===== src/rtl/rpbc_pkg.sv =====
// shared types and constants of the rotate, project and back-face cull block
package rpbc_pkg;

   // fixed-point layout
   localparam int FRAC_BITS   = 14;
   localparam int CENTRE_X    = 128;
   localparam int CENTRE_Y    = 96;
   localparam int SCREEN_DIST = 512;
   localparam int EYE_DIST    = 256;
   localparam int SCR_W       = 13;
   localparam int QMAG_W      = 14;
   localparam int NUM_W       = 40;
   localparam int DEN_W       = 28;

   // register indexes
   localparam logic [2:0] CSR_COS_X = 3'd0;
   localparam logic [2:0] CSR_SIN_X = 3'd1;
   localparam logic [2:0] CSR_COS_Y = 3'd2;
   localparam logic [2:0] CSR_SIN_Y = 3'd3;
   localparam logic [2:0] CSR_COS_Z = 3'd4;
   localparam logic [2:0] CSR_SIN_Z = 3'd5;
   localparam logic [2:0] CSR_FILL  = 3'd6;

   // operation codes
   localparam logic OP_VERTEX = 1'b0;
   localparam logic OP_FACE   = 1'b1;

   // one projected vertex
   typedef struct packed {
      logic signed [SCR_W-1:0] x;
      logic signed [SCR_W-1:0] y;
   } vertex_type;

   // sequencer states
   typedef enum logic [2:0] {
      ST_IDLE,
      ST_ROT,
      ST_DIVX,
      ST_DIVY,
      ST_READ,
      ST_AREA
   } state_type;

endpackage


===== src/rtl/rotate_project_backface_cull.sv =====
// top level: rotation and projection sequencer, vertex store and face test
//
// channel   direction  handshake                 word
// req_*     in         start high, busy low      vertex or face command
// rsp_*     out        rsp_strobe, one cycle     face corners, colour, flags
// csr_*     in         csr_write_enable          one rotation or fill register
//
// a vertex runs its rotation steps on the shared multiplier, then two
// divisions; a face reads its corners from the vertex store, then runs
// three area steps on the same multiplier
// the result strobe is registered from the last area step
// reset clears the sequencer and loads the identity rotation; the vertex
// store holds no reset value
// the receiver cannot stall, so results never wait
module rotate_project_backface_cull #(
   parameter int VERTEX_SLOTS = 8
) (
   input  logic                               clock,
   input  logic                               reset,
   input  logic                               start,
   output logic                               busy,
   input  logic                               req_operation,
   input  logic [2:0]                         req_vertex_index,
   input  logic signed [7:0]                  req_point_x,
   input  logic signed [7:0]                  req_point_y,
   input  logic signed [7:0]                  req_point_z,
   input  logic [2:0]                         req_corner_one,
   input  logic [2:0]                         req_corner_two,
   input  logic [2:0]                         req_corner_three,
   input  logic [2:0]                         req_corner_four,
   input  logic [7:0]                         req_face_colour,
   output logic                               rsp_strobe,
   output logic                               rsp_visible,
   output logic signed [rpbc_pkg::SCR_W-1:0]  rsp_screen_x1,
   output logic signed [rpbc_pkg::SCR_W-1:0]  rsp_screen_y1,
   output logic signed [rpbc_pkg::SCR_W-1:0]  rsp_screen_x2,
   output logic signed [rpbc_pkg::SCR_W-1:0]  rsp_screen_y2,
   output logic signed [rpbc_pkg::SCR_W-1:0]  rsp_screen_x3,
   output logic signed [rpbc_pkg::SCR_W-1:0]  rsp_screen_y3,
   output logic signed [rpbc_pkg::SCR_W-1:0]  rsp_screen_x4,
   output logic signed [rpbc_pkg::SCR_W-1:0]  rsp_screen_y4,
   output logic [7:0]                         rsp_out_colour,
   output logic                               rsp_fill,
   input  logic                               csr_write_enable,
   input  logic [2:0]                         csr_index,
   input  logic [15:0]                        csr_write_data
);
   import rpbc_pkg::*;

   localparam int AW = (VERTEX_SLOTS > 1) ? $clog2(VERTEX_SLOTS) : 1;
   localparam int IW = (AW > 3) ? AW : 3;
   localparam logic signed [DEN_W-1:0] EYE_Q = DEN_W'(EYE_DIST << FRAC_BITS);

   state_type state_ff, state_in;
   logic [3:0] step_ff, step_in;

   // configuration
   logic signed [15:0] cfg_ff [6];
   logic               fill_ff;

   // captured command
   logic [2:0]         slot_ff;
   logic signed [7:0]  px_ff, py_ff, pz_ff;
   logic [2:0]         corner_ff [4];
   logic [7:0]         colour_ff;

   // rotation datapath
   logic signed [45:0] acc_ff, acc_in;
   logic signed [25:0] y1_ff, z1_ff;
   logic signed [26:0] x2_ff, z2_ff;
   logic signed [28:0] x3_ff, y3_ff;
   logic signed [SCR_W-1:0] sx_ff;
   logic signed [27:0] mul_a;
   logic signed [15:0] mul_b;
   logic signed [43:0] prod;

   // face datapath
   logic signed [SCR_W-1:0] cx_ff [4];
   logic signed [SCR_W-1:0] cy_ff [4];
   logic                    oor_ff;
   logic                    visible_ff, rsp_fill_ff, strobe_ff;
   logic signed [45:0]      area;

   // divider and store links
   logic                    div_start, div_done;
   logic signed [NUM_W-1:0] div_num;
   logic signed [DEN_W-1:0] d_val;
   logic signed [SCR_W-1:0] div_quo;
   logic                    wr_en, rd_en, rd_ok;
   logic [IW-1:0]           wr_idx, rd_idx;
   logic [2:0]              rd_slot;
   logic [1:0]              cap_idx;
   vertex_type              wr_data, rd_data;

   // next state
   always_comb begin
      state_in = state_ff;
      step_in  = step_ff;
      unique case (state_ff)
         ST_IDLE: begin
            step_in = 4'd0;
            if (start) begin
               state_in = (req_operation == OP_FACE) ? ST_READ : ST_ROT;
            end
         end
         ST_ROT: begin
            step_in = step_ff + 4'd1;
            if (step_ff == 4'd11) begin
               state_in = ST_DIVX;
               step_in  = 4'd0;
            end
         end
         ST_DIVX: begin
            step_in = 4'd1;
            if (div_done) begin
               state_in = ST_DIVY;
               step_in  = 4'd0;
            end
         end
         ST_DIVY: begin
            step_in = 4'd1;
            if (div_done) begin
               state_in = ST_IDLE;
               step_in  = 4'd0;
            end
         end
         ST_READ: begin
            step_in = step_ff + 4'd1;
            if (step_ff == 4'd4) begin
               state_in = ST_AREA;
               step_in  = 4'd0;
            end
         end
         ST_AREA: begin
            step_in = step_ff + 4'd1;
            if (step_ff == 4'd2) begin
               state_in = ST_IDLE;
               step_in  = 4'd0;
            end
         end
         default: begin
            state_in = ST_IDLE;
            step_in  = 4'd0;
         end
      endcase
   end

   // shared multiplier operand selection
   always_comb begin
      mul_a = '0;
      mul_b = '0;
      unique case (state_ff)
         ST_ROT: begin
            unique case (step_ff)
               4'd0:    begin mul_a = 28'(py_ff); mul_b = cfg_ff[CSR_COS_X]; end
               4'd1:    begin mul_a = 28'(pz_ff); mul_b = cfg_ff[CSR_SIN_X]; end
               4'd2:    begin mul_a = 28'(py_ff); mul_b = cfg_ff[CSR_SIN_X]; end
               4'd3:    begin mul_a = 28'(pz_ff); mul_b = cfg_ff[CSR_COS_X]; end
               4'd4:    begin mul_a = 28'(px_ff); mul_b = cfg_ff[CSR_COS_Y]; end
               4'd5:    begin mul_a = 28'(z1_ff); mul_b = cfg_ff[CSR_SIN_Y]; end
               4'd6:    begin mul_a = 28'(px_ff); mul_b = cfg_ff[CSR_SIN_Y]; end
               4'd7:    begin mul_a = 28'(z1_ff); mul_b = cfg_ff[CSR_COS_Y]; end
               4'd8:    begin mul_a = 28'(x2_ff); mul_b = cfg_ff[CSR_COS_Z]; end
               4'd9:    begin mul_a = 28'(y1_ff); mul_b = cfg_ff[CSR_SIN_Z]; end
               4'd10:   begin mul_a = 28'(x2_ff); mul_b = cfg_ff[CSR_SIN_Z]; end
               4'd11:   begin mul_a = 28'(y1_ff); mul_b = cfg_ff[CSR_COS_Z]; end
               default: begin mul_a = '0; mul_b = '0; end
            endcase
         end
         ST_AREA: begin
            unique case (step_ff)
               4'd0:    begin mul_a = 28'(cx_ff[0]); mul_b = 16'(cy_ff[1] - cy_ff[2]); end
               4'd1:    begin mul_a = 28'(cx_ff[1]); mul_b = 16'(cy_ff[2] - cy_ff[0]); end
               4'd2:    begin mul_a = 28'(cx_ff[2]); mul_b = 16'(cy_ff[0] - cy_ff[1]); end
               default: begin mul_a = '0; mul_b = '0; end
            endcase
         end
         default: begin
            mul_a = '0;
            mul_b = '0;
         end
      endcase
      prod   = mul_a * mul_b;
      // each rotation pair starts on an even step, the area sum on step zero
      acc_in = ((state_ff == ST_ROT) ? !step_ff[0] : (step_ff == 4'd0)) ?
               46'(prod) : acc_ff + 46'(prod);
      area   = acc_ff + 46'(prod);
   end

   // projection numerators, divider and store controls
   always_comb begin
      busy      = (state_ff != ST_IDLE);
      d_val     = EYE_Q - 28'(z2_ff);
      div_start = ((state_ff == ST_DIVX) || (state_ff == ST_DIVY)) && (step_ff == 4'd0);
      if (state_ff == ST_DIVX) begin
         div_num = 40'(d_val) * 40'(CENTRE_X) + 40'(x3_ff) * 40'(SCREEN_DIST);
      end else begin
         div_num = 40'(d_val) * 40'(CENTRE_Y) + 40'(y3_ff) * 40'(SCREEN_DIST);
      end
      wr_idx    = IW'(slot_ff);
      wr_en     = (state_ff == ST_DIVY) && div_done && ({29'd0, slot_ff} < VERTEX_SLOTS);
      wr_data.x = sx_ff;
      wr_data.y = div_quo;
      rd_slot   = corner_ff[step_ff[1:0]];
      rd_idx    = IW'(rd_slot);
      rd_ok     = ({29'd0, rd_slot} < VERTEX_SLOTS);
      rd_en     = (state_ff == ST_READ) && (step_ff < 4'd4);
      cap_idx   = 2'(step_ff - 4'd1);
   end

   // control state
   always_ff @(posedge clock) begin
      if (reset) begin
         state_ff  <= ST_IDLE;
         step_ff   <= 4'd0;
         strobe_ff <= 1'b0;
         cfg_ff[CSR_COS_X] <= 16'sd16384;
         cfg_ff[CSR_SIN_X] <= 16'sd0;
         cfg_ff[CSR_COS_Y] <= 16'sd16384;
         cfg_ff[CSR_SIN_Y] <= 16'sd0;
         cfg_ff[CSR_COS_Z] <= 16'sd16384;
         cfg_ff[CSR_SIN_Z] <= 16'sd0;
         fill_ff   <= 1'b0;
      end else begin
         state_ff  <= state_in;
         step_ff   <= step_in;
         strobe_ff <= (state_ff == ST_AREA) && (step_ff == 4'd2);
         // register writes
         if (csr_write_enable) begin
            priority if (csr_index < CSR_FILL) begin
               cfg_ff[csr_index] <= csr_write_data;
            end else if (csr_index == CSR_FILL) begin
               fill_ff <= csr_write_data[0];
            end
         end
      end
   end

   // payload and datapath registers
   always_ff @(posedge clock) begin
      // capture command word
      if (start && !busy) begin
         slot_ff   <= req_vertex_index;
         px_ff     <= req_point_x;
         py_ff     <= req_point_y;
         pz_ff     <= req_point_z;
         corner_ff[0] <= req_corner_one;
         corner_ff[1] <= req_corner_two;
         corner_ff[2] <= req_corner_three;
         corner_ff[3] <= req_corner_four;
         colour_ff <= req_face_colour;
      end
      // rotation steps
      if (state_ff == ST_ROT) begin
         unique case (step_ff)
            4'd1:    y1_ff <= 26'(acc_ff - 46'(prod));
            4'd3:    z1_ff <= 26'(acc_ff + 46'(prod));
            4'd5:    x2_ff <= 27'(acc_ff - 46'(prod >>> FRAC_BITS));
            4'd7:    z2_ff <= 27'(acc_ff + 46'(prod >>> FRAC_BITS));
            4'd9:    x3_ff <= 29'((acc_ff - 46'(prod)) >>> FRAC_BITS);
            4'd11:   y3_ff <= 29'((acc_ff + 46'(prod)) >>> FRAC_BITS);
            default: acc_ff <= acc_in;
         endcase
      end
      // screen x waits for screen y
      if ((state_ff == ST_DIVX) && div_done) begin
         sx_ff <= div_quo;
      end
      // corner reads, captured in the cycle after the address
      if (rd_en) begin
         oor_ff <= !rd_ok;
      end
      if ((state_ff == ST_READ) && (step_ff != 4'd0)) begin
         cx_ff[cap_idx] <= oor_ff ? '0 : rd_data.x;
         cy_ff[cap_idx] <= oor_ff ? '0 : rd_data.y;
      end
      // signed area
      if (state_ff == ST_AREA) begin
         acc_ff <= acc_in;
         if (step_ff == 4'd2) begin
            visible_ff  <= (area <= 46'sd0);
            rsp_fill_ff <= fill_ff;
         end
      end
   end

   rpbc_divider u_div (
      .clock     (clock),
      .reset     (reset),
      .div_start (div_start),
      .div_num   (div_num),
      .div_den   (d_val),
      .div_done  (div_done),
      .div_quo   (div_quo)
   );

   rpbc_vstore #(
      .SLOTS (VERTEX_SLOTS),
      .AW    (AW)
   ) u_store (
      .clock   (clock),
      .wr_en   (wr_en),
      .wr_addr (wr_idx[AW-1:0]),
      .wr_data (wr_data),
      .rd_en   (rd_en),
      .rd_addr (rd_idx[AW-1:0]),
      .rd_data (rd_data)
   );

   assign rsp_strobe     = strobe_ff;
   assign rsp_visible    = visible_ff;
   assign rsp_screen_x1  = cx_ff[0];
   assign rsp_screen_y1  = cy_ff[0];
   assign rsp_screen_x2  = cx_ff[1];
   assign rsp_screen_y2  = cy_ff[1];
   assign rsp_screen_x3  = cx_ff[2];
   assign rsp_screen_y3  = cy_ff[2];
   assign rsp_screen_x4  = cx_ff[3];
   assign rsp_screen_y4  = cy_ff[3];
   assign rsp_out_colour = colour_ff;
   assign rsp_fill       = rsp_fill_ff;

`ifndef SYNTHESIS
   // a result only follows the last area step
   a_strobe_after_area: assert property (@(posedge clock) disable iff (reset)
      rsp_strobe |-> ($past(state_ff) == ST_AREA))
      else $error("result strobe without area step");

   // the store is written only when the second division ends
   a_write_in_divy: assert property (@(posedge clock) disable iff (reset)
      wr_en |-> (state_ff == ST_DIVY) && div_done)
      else $error("vertex store written outside projection");

   // the divider answers only while a vertex is projected
   a_done_in_div: assert property (@(posedge clock) disable iff (reset)
      div_done |-> ((state_ff == ST_DIVX) || (state_ff == ST_DIVY)))
      else $error("divider done outside projection");

   // busy is raised after every command that is taken
   a_busy_after_start: assert property (@(posedge clock) disable iff (reset)
      (start && !busy) |=> busy)
      else $error("busy not raised after a command");
`endif

endmodule


===== src/rtl/rpbc_divider.sv =====
// iterative signed divider with 13-bit saturated quotient, truncating toward zero
module rpbc_divider (
   input  logic                             clock,
   input  logic                             reset,
   input  logic                             div_start,
   input  logic signed [rpbc_pkg::NUM_W-1:0] div_num,
   input  logic signed [rpbc_pkg::DEN_W-1:0] div_den,
   output logic                             div_done,
   output logic signed [rpbc_pkg::SCR_W-1:0] div_quo
);
   import rpbc_pkg::*;

   localparam int RW = DEN_W + QMAG_W;

   logic              busy_ff;
   logic [3:0]        cnt_ff;
   logic [RW-1:0]     rem_ff;
   logic [RW-1:0]     dsh_ff;
   logic [QMAG_W-1:0] q_ff;
   logic              neg_ff;
   logic              done_ff;
   logic signed [SCR_W-1:0] quo_ff;

   logic [NUM_W-1:0]  nmag;
   logic [DEN_W-1:0]  dmag;
   logic              neg;
   logic              fits;
   logic              take;
   logic [QMAG_W-1:0] q_in;

   // clamp a quotient magnitude to the screen range
   function automatic logic signed [SCR_W-1:0] clamp_q(input logic n,
                                                       input logic [QMAG_W-1:0] m);
      logic signed [QMAG_W:0] neg_m;
      neg_m = -$signed({1'b0, m});
      if (!n) begin
         clamp_q = (m > QMAG_W'(4095)) ? SCR_W'(4095) : SCR_W'(m);
      end else begin
         clamp_q = (m > QMAG_W'(4096)) ? SCR_W'(-4096) : SCR_W'(neg_m);
      end
   endfunction

   // magnitudes and early saturation test
   always_comb begin
      nmag = div_num[NUM_W-1] ? NUM_W'(-div_num) : NUM_W'(div_num);
      dmag = div_den[DEN_W-1] ? DEN_W'(-div_den) : DEN_W'(div_den);
      neg  = div_num[NUM_W-1] ^ div_den[DEN_W-1];
      fits = RW'(nmag) < {dmag, {QMAG_W{1'b0}}};
      take = rem_ff >= dsh_ff;
      q_in = {q_ff[QMAG_W-2:0], take};
   end

   always_ff @(posedge clock) begin
      if (reset) begin
         busy_ff <= 1'b0;
         done_ff <= 1'b0;
      end else begin
         done_ff <= 1'b0;
         if (div_start) begin
            neg_ff <= neg;
            if (div_num == '0) begin
               quo_ff  <= '0;
               done_ff <= 1'b1;
            end else if (!fits) begin
               quo_ff  <= clamp_q(neg, {QMAG_W{1'b1}});
               done_ff <= 1'b1;
            end else begin
               busy_ff <= 1'b1;
               cnt_ff  <= 4'(QMAG_W - 1);
               rem_ff  <= RW'(nmag);
               dsh_ff  <= RW'({dmag, {(QMAG_W-1){1'b0}}});
               q_ff    <= '0;
            end
         end else if (busy_ff) begin
            // one quotient bit a cycle
            if (take) begin
               rem_ff <= rem_ff - dsh_ff;
            end
            dsh_ff <= dsh_ff >> 1;
            q_ff   <= q_in;
            cnt_ff <= cnt_ff - 4'd1;
            if (cnt_ff == 4'd0) begin
               busy_ff <= 1'b0;
               done_ff <= 1'b1;
               quo_ff  <= clamp_q(neg_ff, q_in);
            end
         end
      end
   end

   assign div_done = done_ff;
   assign div_quo  = quo_ff;

endmodule


===== src/rtl/rpbc_vstore.sv =====
// projected vertex memory, one write port and one registered read port
module rpbc_vstore #(
   parameter int SLOTS = 8,
   parameter int AW    = 3
) (
   input  logic                   clock,
   input  logic                   wr_en,
   input  logic [AW-1:0]          wr_addr,
   input  rpbc_pkg::vertex_type   wr_data,
   input  logic                   rd_en,
   input  logic [AW-1:0]          rd_addr,
   output rpbc_pkg::vertex_type   rd_data
);
   import rpbc_pkg::*;

   vertex_type mem [SLOTS];
   vertex_type rd_ff;

   // write port
   always_ff @(posedge clock) begin
      if (wr_en) begin
         mem[wr_addr] <= wr_data;
      end
   end

   // read port, registered
   always_ff @(posedge clock) begin
      if (rd_en) begin
         rd_ff <= mem[rd_addr];
      end
   end

   assign rd_data = rd_ff;

endmodule

===== config.mk =====
export PLATFORM = sky130hd
export DESIGN_NAME = rotate_project_backface_cull
export DESIGN_NICKNAME = d
export VERILOG_FILES = /design/src/rtl/rpbc_pkg.sv /design/src/rtl/rotate_project_backface_cull.sv /design/src/rtl/rpbc_divider.sv /design/src/rtl/rpbc_vstore.sv
export SDC_FILE = /design/constraint.sdc
export NUM_CORES = 2
export LEC_CHECK = 0
export BUFFER_PORTS_ARGS = -buffer_cell sky130_fd_sc_hd__buf_2
export CAP_MARGIN = 20
export CORE_AREA = 5 5 325 327
export CTS_BUF_LIST = sky130_fd_sc_hd__clkbuf_16
export DETAILED_ROUTE_END_ITERATION = 12
export DIE_AREA = 0 0 330 332
export PLACE_DENSITY_LB_ADDON = 0.25
export RECOVER_POWER = 25
export SKIP_LAST_GASP = 1
export SYNTH_ARGS = -nofsm -noshare
export SYNTH_HDL_FRONTEND = slang
export SYNTH_HIERARCHICAL = 1
export SYNTH_SLANG_ARGS = --single-unit

===== constraint.sdc =====
create_clock -name clock -period 16.75 [get_ports clock]
set_clock_uncertainty 0.2 [all_clocks]
set_input_delay 0.8375 -clock clock [delete_from_list [all_inputs] [get_ports clock]]
set_output_delay 0.8375 -clock clock [all_outputs]
set_load 0.01 [all_outputs]

==> flow_summary.json <==
{
  "num_vias": 50071,
  "initial_utilization_pct": 64.1,
  "htreeDepth": 3,
  "syn_to_final_growth_pct": 7.90,
  "yosysSeqAreaShare_pct": 37.8,
  "grt_pass1_wl_um": 291000,
  "clockPowerShare_pct": 17.8,
  "clk_pin_slew_ns": 0.07,
  "numPortBuffers": 186,
  "async_flop_share_pct": 0,
  "drc": 0,
  "report.final.slew_viol_count": 21,
  "power_density_nw_per_um2": 150,
  "ys_warn_count": 6,
  "num_rows": 118,
  "fin_crit_sh_pct": 84.7,
  "layout-drive-gt1-share_pct": 8.36,
  "syn_avg_cell_area_um2": 10.5,
  "yosys.area.top_type_share_pct": 37.4,
  "ys.flop_type": "edfxtp_1",
  "swShare_pct": 45.6,
  "hpwlAfterDp_um": 144000,
  "first_pass_iters": 8,
  "path_buf_inv": 5,
  "wl_um": 190000,
  "vdd_drop_max_mv": 0.114,
  "grt_max_degree": 101,
  "status": "finished, violations left",
  "worst_slew_pin_slew_ns": 1.76,
  "crit_family": "simple AND/OR/NAND/NOR gates",
  "fp.dieArea_um2": 110000,
  "netlist_instances": 6293,
  "cp_slowest_stage_delay_ns": 0.88,
  "gp_congestion": 0.983,
  "fillers": 7649,
  "leakage_nw": 29.7,
  "hold_violations": 0,
  "cts_buffer_depth": 3,
  "track_usage_pct": 34.2,
  "drtIter0Drc": 5958,
  "grt_pass1_vias": 49620,
  "wl_per_cell_um": 24.2,
  "seq_power_share_pct": 28.1,
  "nNetsFinal": 7385,
  "required_ns": 17.03,
  "crit_path_max_fanout": 28,
  "root_buffer": "clkbuf_16",
  "cp_common_cell": "fa_1",
  "cts_setup_buffers": 0,
  "synth_edf_count": 820,
  "switchingPower_w": 0.00485,
  "io_pins": 187,
  "setup_tns_ns": 0,
  "ys_types": 115,
  "setup.worst_path.end_class": "register",
  "syn-cell-area_um2": 65800,
  "synth.most_common_cell": "edfxtp_1",
  "yosys.area.top_type": "edfxtp_1",
  "worst_hold_path_type": "in2reg",
  "die_x_um": 330,
  "antenna_found_initial": 8,
  "ctsHoldBuffers": 0,
  "timing.fmax_mhz": 70.5,
  "post-route-util_pct": 69.2,
  "grt_overflow": 0,
  "report.final.setup_viol": 0,
  "ys_top_cells_by_area": "edfxtp_1 (37%), fa_1 (13%), ha_1 (8.9%)",
  "numCtsBuffers": 85,
  "rsz0062_at_grt": "no",
  "slowest_stage": "nand3_1",
  "critPathKind": "reg2reg",
  "p_comb_share_pct": 54.1,
  "via_per_inst": 6.37,
  "synth_seq_cells": 831,
  "die_y_um": 332,
  "ant_nets": 0,
  "internal-power_w": 0.00578,
  "core_area_um2": 103000,
  "cp.arrival_ns": 14.46,
  "violations": "capacitance limit, slew limit",
  "tritoncts": "yes",
  "synth_commonest_cells": "edfxtp_1 (820), inv_1 (756), nand2_1 (541), nor2_1 (481), ha_1 (469)",
  "cts_num_sinks": 831,
  "finalCriticalPeriod_ns": 14.19,
  "startpoint_type": "register",
  "worstSkewPairLatency_ns": 0.70,
  "cts_resized": 0,
  "drv_cap": 1,
  "relSlewSlack_pct": -17.1
}
[per-layer routing]
metal / vias to the layer above / GRT usage (%) / part of all wire, %
met5: - / 0 / 0.011
met3: 462 / 5.80 / 9.6
li1: 22442 / - / -
met4: 2 / 11.6 / 4.3
met1: 24481 / 47.1 / 39
met2: 2684 / 55.6 / 47
[through the flow]
stage	total power [W]	hold WS, ns	std cells	worst slack, ns	instance area [um^2]
after global placement	0.00852	0.218	7699	3.02	68200
after detailed placement	0.00859	0.232	7702	2.96	68200
after CTS	0.0105	0.0852	7852	2.87	71000
after global routing	0.0112	0.0989	7855	1.96	71000
after floorplan	0.00688	0.208	6311	4.41	65800
final	0.0106	0.114	7856	2.56	71000
[registers in the layout, summed over array words and instances (netlist names), 12 cells and up]
register         count
u_store/mem        208
cfg_ff              96
cx_ff               52
cy_ff               52
acc_ff              46
u_div/rem_ff        42
u_div/dsh_ff        41
x3_ff               29
y3_ff               29
x2_ff               27
z2_ff               27
u_store/rd_data     26
y1_ff               26
z1_ff               26
sx_ff               13
u_div/div_quo       13
u_div/q_ff          13
corner_ff           12
[cells in the final DEF, fill, tap and decap left out, drive strengths merged, types with 51 or more instances in the layout]
cell	n
buf	248
o211ai	51
a21o	124
nor2	482
o21bai	61
mux4	55
o21ai	290
nand3	75
a222oi	78
fa	433
a21oi	388
nor3	85
nand2	541
inv	789
clkbuf	111
xor2	125
xnor2	268
ha	469
nand2b	75
edfxtp	820
nor2b	82
[cells by family (layout without fill, tap and decap cells)]
family	after synthesis	count (layout)	synth area share (%)
and+or+nand+nor	1653	1653	11.9
muxes	101	101	2.91
DFF	831	831	37.8
xor gates and xnor gates	393	393	5.26
other	1	20	0.00570
AOI/OAI and AO/OA	1381	1381	14.0
adders and majority gates	902	902	22.1
buffers and inverters	1031	1195	6.14
[power groups by stage]
stage | registers [W] | clock network (W) | logic [W]
2_1_floorplan | 0.00296 | 0 | 0.00392
3_3_place_gp | 0.00302 | 0 | 0.00551
3_5_place_dp | 0.00302 | 0 | 0.00557
4_1_cts | 0.00299 | 0.00191 | 0.00561
5_1_grt | 0.00300 | 0.00200 | 0.00617
6_report | 0.00299 | 0.00190 | 0.00575
[final cells by class]
class                   count  area (um^2)  share of cell area (%)
repair buffers            274         1590                    2.24
well taps                1380         1730                    2.43
clock inverters            65          626                   0.881
clock buffers              85         2130                    3.00
inverters                 771         2890                    4.08
diodes                      1         2.50                 0.00353
multi-input cells        4449        37200                    52.4
flip-flops and latches    831        24800                    35.0
[worst paths after layout]
kind,startpoint,endpoint,slack (ns),cells past startpoint
setup / recovery,cy_ff[1][1]$_DFFE_PP_,rsp_visible$_DFFE_PP_,2.56,46
hold / removal,req_point_y[2],py_ff[2]$_DFFE_PP_,0.11,1
hold reg to reg,fill_ff$_SDFFE_PP0P_,rsp_fill$_DFFE_PP_,0.23,0
setup reg to reg,cy_ff[1][1]$_DFFE_PP_,rsp_visible$_DFFE_PP_,2.56,46
Note: power is estimated with default switching activity, not from simulation.
